### src/plk_pkg.sv
package plk_pkg;

    localparam int DATA_W = 32;
    localparam int CNT_W  = 7;

    // operation codes carried by the command beat
    localparam logic [1:0] FUNC_INSERT   = 2'd0;
    localparam logic [1:0] FUNC_DELETE   = 2'd1;
    localparam logic [1:0] FUNC_TRAVERSE = 2'd2;

    localparam logic [1:0] ST_OK    = 2'd0;
    localparam logic [1:0] ST_FULL  = 2'd1;
    localparam logic [1:0] ST_RANGE = 2'd2;
    localparam logic [1:0] ST_EMPTY = 2'd3;

    // per-cycle action broadcast to every cell
    localparam logic [1:0] CELL_HOLD = 2'd0;
    localparam logic [1:0] CELL_INS  = 2'd1;
    localparam logic [1:0] CELL_DEL  = 2'd2;
    localparam logic [1:0] CELL_ROT  = 2'd3;

    typedef struct packed {
        logic [1:0]              func;
        logic [CNT_W-1:0]        position;
        logic signed [DATA_W-1:0] value_in;
    } plk_cmd_t;

    typedef struct packed {
        logic signed [DATA_W-1:0] value_out;
        logic [1:0]              status;
        logic [CNT_W-1:0]        entry_count;
        logic                    last;
    } plk_result_t;

    typedef struct packed {
        logic [1:0]              op;
        logic [CNT_W-1:0]        pos;
        logic [CNT_W-1:0]        tail;
        logic signed [DATA_W-1:0] value;
    } plk_ctrl_t;

endpackage

### src/plk_cell.sv
module plk_cell
    import plk_pkg::*;
#(
    parameter int INDEX = 0
)
(
    input  logic                     clk,
    input  plk_ctrl_t                ctrl,
    input  logic signed [DATA_W-1:0] prev_data,
    input  logic signed [DATA_W-1:0] next_data,
    output logic signed [DATA_W-1:0] data
);

    localparam logic [CNT_W-1:0] IDX = CNT_W'(INDEX);

    logic signed [DATA_W-1:0] data_reg;
    logic signed [DATA_W-1:0] data_next;

    always_comb
    begin
        data_next = data_reg;
        case (ctrl.op)
            CELL_INS:
            begin
                if (IDX == ctrl.pos)
                    data_next = ctrl.value;
                else if (IDX > ctrl.pos)
                    data_next = prev_data;
            end
            CELL_DEL:
            begin
                if (IDX >= ctrl.pos)
                    data_next = next_data;
            end
            CELL_ROT:
            begin
                // tail cell wraps around to the head value
                if (IDX == ctrl.tail)
                    data_next = ctrl.value;
                else
                    data_next = next_data;
            end
            default:
            begin
                data_next = data_reg;
            end
        endcase
    end

    always_ff @(posedge clk)
    begin
        data_reg <= data_next;
    end

    assign data = data_reg;

endmodule

### config.mk
export PLATFORM = sky130hd
export DESIGN_NAME = plk_cell
export DESIGN_NICKNAME = d
export VERILOG_FILES = /design/src/plk_pkg.sv /design/src/plk_cell.sv
export SDC_FILE = /design/constraint.sdc
export NUM_CORES = 1
export LEC_CHECK = 0
export ABC_AREA = 1
export BUFFER_PORTS_ARGS = -buffer_cell sky130_fd_sc_hd__buf_2
export CAP_MARGIN = 20
export CORE_MARGIN = 1
export CORE_UTILIZATION = 48
export CTS_BUF_LIST = sky130_fd_sc_hd__clkbuf_4 sky130_fd_sc_hd__clkbuf_8
export DETAILED_ROUTE_END_ITERATION = 7
export PLACE_DENSITY_LB_ADDON = 0.05
export SLEW_MARGIN = 20
export SYNTH_ARGS = -nofsm -noshare
export SYNTH_HDL_FRONTEND = slang
export SYNTH_SLANG_ARGS = --single-unit
### constraint.sdc
create_clock -name clk -period 3.65 [get_ports clk]
set_input_delay 0 -clock clk [delete_from_list [all_inputs] [get_ports clk]]
set_output_delay 0 -clock clk [all_outputs]
set_load 0.02 [all_outputs]
# ---- Word-level counts from Yosys, hierarchy flattened
# Cells that the tools add are included.
dict set report totals {
  ff_bits 32
  latch_bits 0
  ramBits 0
  romBits 0
  inputBits 113
  out_inout_bits 32
  elab_cells 17
  memories 0
}
dict set report op_classes {
  addsub 0
  n_mul 0
  n_div 0
  magnitude_cmp 2
  n_eq_ne 5
  shifts 0
  muxes 5
  bitwise_logic 0
  reduce_logical 4
}
# op n
set ops {}
lappend ops {{$mux 32} 4}
lappend ops {{$pmux 32 s3} 1}
lappend ops {{$logic_not 7->1} 2}
lappend ops {{$ge 1x7->1 const A} 1}
lappend ops {{$gt 1x7->1 const A} 1}
lappend ops {{$eq 2x2->1 const B} 2}
lappend ops {{$ne 3x3->1 const B} 1}
lappend ops {{$reduce_and 3->1} 1}
lappend ops {{$reduce_bool 3->1} 1}
lappend ops {{$eq 2x1->1 const B} 1}
lappend ops {{$ne 2x2->1 const B} 1}

# ---- Longest topological paths before layout
dict set report depth {
  ltp_word 4
  mapped_depth 8
  ltp_nobuf 7
}

# ---- Worst setup path after synthesis
# No wires, ideal clock.
dict set report synth_path {
  kind {in2reg}
  startpoint {in ctrl[44] (netlist name)}
  endpoint {reg data_reg[0], in the netlist data[0] (enable)}
  t_arrival_ns 1.277
  slack_ns 1.984
  stages 6
  cell_sequence {nor2_1 > nand2_1 > nor2_4 > buf_4 > o21ai_0 > nand2_1}
}
dict set report synth_via {
  elab_chain_len 3
  word_cells_on_any_way 6
}
# element line
set synth_rtl {}
lappend synth_rtl {{start: declaration} plk_cell.sv:8} ;# input plk_ctrl_t ctrl,
lappend synth_rtl {{$gt 1x7->1, or another cell as far along} plk_cell.sv:27} ;# else if (IDX > ctrl.pos)
lappend synth_rtl {{$ne 3x3->1 (no line) / $ne 2x2->1 (equally long branches)} n/a}
lappend synth_rtl {{$reduce_and 3->1 (no line) (*)} n/a}
lappend synth_rtl {{end signal: assignment} plk_cell.sv:52} ;# data_reg <= data_next;
lappend synth_rtl {{end: declaration} plk_cell.sv:16} ;# logic signed [DATA_W-1:0] data_reg;
# Every way passes the cells marked *; elsewhere a longest branch is shown, timed or not.
# A chain may end at the register's enable or synchronous reset.

# ---- Final worst setup path
dict set report layout_path {
  startpoint {in ctrl[44] (netlist name)}
  endpoint {reg data_reg[20], in the netlist data[20] (enable)}
}
# The elaborated chain is that of the path after synthesis.

==> results.yml <==
run_status:
  status: "finished with violations"
  violations: "negative hold slack"
sta:
  min_period_over_period_pct: 50.7
  rsz0062_at_grt: "false"
  worst_pin_slew_ns: 0.878
  slew-limit-headroom_pct: 41.3
  fin_crit_ns: 1.85
  finalSetupViolCount: 0
  whs_ns: -0.00153
  max_freq_mhz: 540
  hold_violations: 2
  slew_violations: 0
  tns_ns: 0
global_routing:
  grt_pass1_wl_um: 10200
  gr-total-overflow: 0
  busiest_layer: "met2"
  grtUsageMet2_pct: 45.0
  grt_pass1_vias: 2460
  grt_max_degree: 34
  grtUsageMet3_pct: 5.25
  antenna_found_initial: 0
  use_met1_pct: 28.2
  grt_usage_pct: 24.6
floorplan:
  ios: 145
  initial_utilization_pct: 50.5
  die_height_um: 72.7
  die_w_um: 72.7
  die-area_um2: 5290
  core_area_um2: 4750
  rows: 25
critical_path:
  worst-path-max-fanout: 33
  crit_start: "ctrl[44]"
  cp_cell_sequence: "buf_2, nor2_1, nand2_1, nor2_4, buf_4, o21ai_0, nand2_1, buf_4"
  startpoint_type: "input pin"
  worstSetupPathType: "input pin to flop"
  end_kind: "flop"
  cp.arrival_ns: 1.82
  crit_slowest_cell: "nand2_1"
  cp.required_ns: 3.62
  cpPeakStageDelay_ns: 0.55
placement:
  globalplace.congestion: 0.792
  place_area_um2: 3120
  port_buffers: 144
  dp.final_hpwl_um: 4540
power_and_ir_drop:
  p_total_mw: 0.930
  power.leakage_nw: 1.87
  power_density_nw_per_um2: 286
  worst_ir_drop_vdd_mv: 0.119
logic_synthesis:
  synth_seq_cells: 32
  yosys.area.top_type: "edfxtp_1"
  synth-main-ff-cell: "edfxtp_1"
  synth_cell_types: 17
  syn-num-nets: 480
  netlist_instances: 367
  synth_area_per_cell_um2: 6.54
  synth_top_area_share_pct: 40.0
  synth_common_cells: "nand2_1 (146), inv_1 (76), nand3_1 (69)"
  synth.area.top_cells: "edfxtp_1 (40%), nand2_1 (23%), nand3_1 (14%), inv_1 (12%), buf_4 (1.6%)"
  ys_seq_area_share_pct: 40.0
  synth_edf_count: 32
  yosysMostFrequentCell: "nand2_1"
  syn_area_um2: 2400
  yosys_warnings: 0
  async_flop_share_pct: 0
clock_network:
  clock_path_buffers: 2
  cts_setup_buffers: 0
  cts_tree: "yes"
  cts_sinks: 32
  cts_root_buf: "clkbuf_8"
  path_clk_slew_ns: 0.06
  cts_max_level: 2
  cts_made_buffers: 5
drt:
  drt_pass1_iterations: 4
  drcViolationCount: 0
  vias: 2662
  drt_iter0_drc: 153
  antenna_left: 0
  routedWlPerCell_um: 11.1
  drt-vias-per-instance: 4.62
  drt_wl_total_um: 6370
layout:
  finish.instance_area_um2: 3250
  nets: 622
  drive_gt1_share_pct: 32.6
  area_growth_pct: 35.3
  diodes: 0
  largest_reg_flops: 32
worst_hold_path:
  hold_depth: 3
  min-delay-start: "next_data[30]"
  min_path_type: "input pin to flop"
  holdPathEnd: "data[30]$_DFFE_PP_"
job:
  cap_violations: 0
-- worst max path at each step --
stage	to	slack, ns	cells past startpoint
CTS	data[20]$_DFFE_PP_	1.79	8
global route	data[26]$_DFFE_PP_	1.56	7
detailed placement	data[20]$_DFFE_PP_	1.50	8
floorplan	data[0]$_DFFE_PP_	1.98	6
finish	data[20]$_DFFE_PP_	1.80	8
global placement	data[20]$_DFFE_PP_	1.54	8
-- where the power goes --
group / leakage (nW) / total, mW / internal, mW / switching (mW)
sequential: 0.293 / 0.449 / 0.442 / 0.00707
clock: 0.0391 / 0.247 / 0.126 / 0.121
combinational: 1.54 / 0.235 / 0.0984 / 0.136
total: 1.87 / 0.930 / 0.666 / 0.264
-- layer usage --
| layer | vias up | wire [um] |
|---|---|---|
| li1 | 1398 | - |
| met1 | 1132 | 2610 |
| met2 | 119 | 3170 |
| met3 | 13 | 491 |
| met4 | 0 | 99 |
| met5 | - | 0 |
-- stage by stage --
| step | utilization [%] | worst slack [ns] | instances |
|---|---|---|---|
| 6_report | 68.3 | 1.80 | 576 |
| 5_1_grt | 68.3 | 1.56 | 576 |
| 4_1_cts | 68.1 | 1.79 | 575 |
| 3_5_place_dp | 65.6 | 1.50 | 564 |
| 3_3_place_gp | 65.6 | 1.54 | 564 |
| 2_1_floorplan | - | 1.98 | 367 |
-- layout make-up --
class / instances / area [um2]
inverter: 79 / 297
timing repair buffer: 151 / 786
sequential: 32 / 961
tap: 67 / 83.8
fill: 455 / 1510
multi-input combinational: 240 / 1040
clock buffer: 5 / 68.8
clock inverter: 2 / 7.51
-- layout by cell type (no fill, tap or decap) --
master / instances
nand2_4: 1
clkbuf_8: 5
clkinv_1: 2
buf_2: 144
o21ai_1: 1
nand2_1: 145
inv_2: 3
nand3_2: 1
nor2_1: 7
nor2_4: 2
nor2_2: 1
inv_1: 76
nand2_2: 7
o21ai_0: 6
nand3_1: 69
edfxtp_1: 32
dlygate4sd3_1: 5
buf_4: 2
-- timing repair --
action / CTS / global route
hold endpoints to repair: 4 / 1
hold buffers: 4 / 1
setup endpoints to repair: 0 / 0
resized for setup: 0 / 0
-- worst max-delay path, delay by kind of cell --
| family | cells | cell delay [ns] |
|---|---|---|
| simple gates | 4 | 0.85 |
| buf+inv | 3 | 0.81 |
| compound gates | 1 | 0.15 |
-- cells by family (layout without fill, tap and decap cells) --
| family | Yosys count | after routing | share of synthesized area, % |
|---|---|---|---|
| flops | 32 | 32 | 40.0 |
| compound gates | 7 | 7 | 1.46 |
| simple gates | 233 | 233 | 41.9 |
| buf+inv | 95 | 237 | 16.6 |
(Power assumes the default switching activity.)
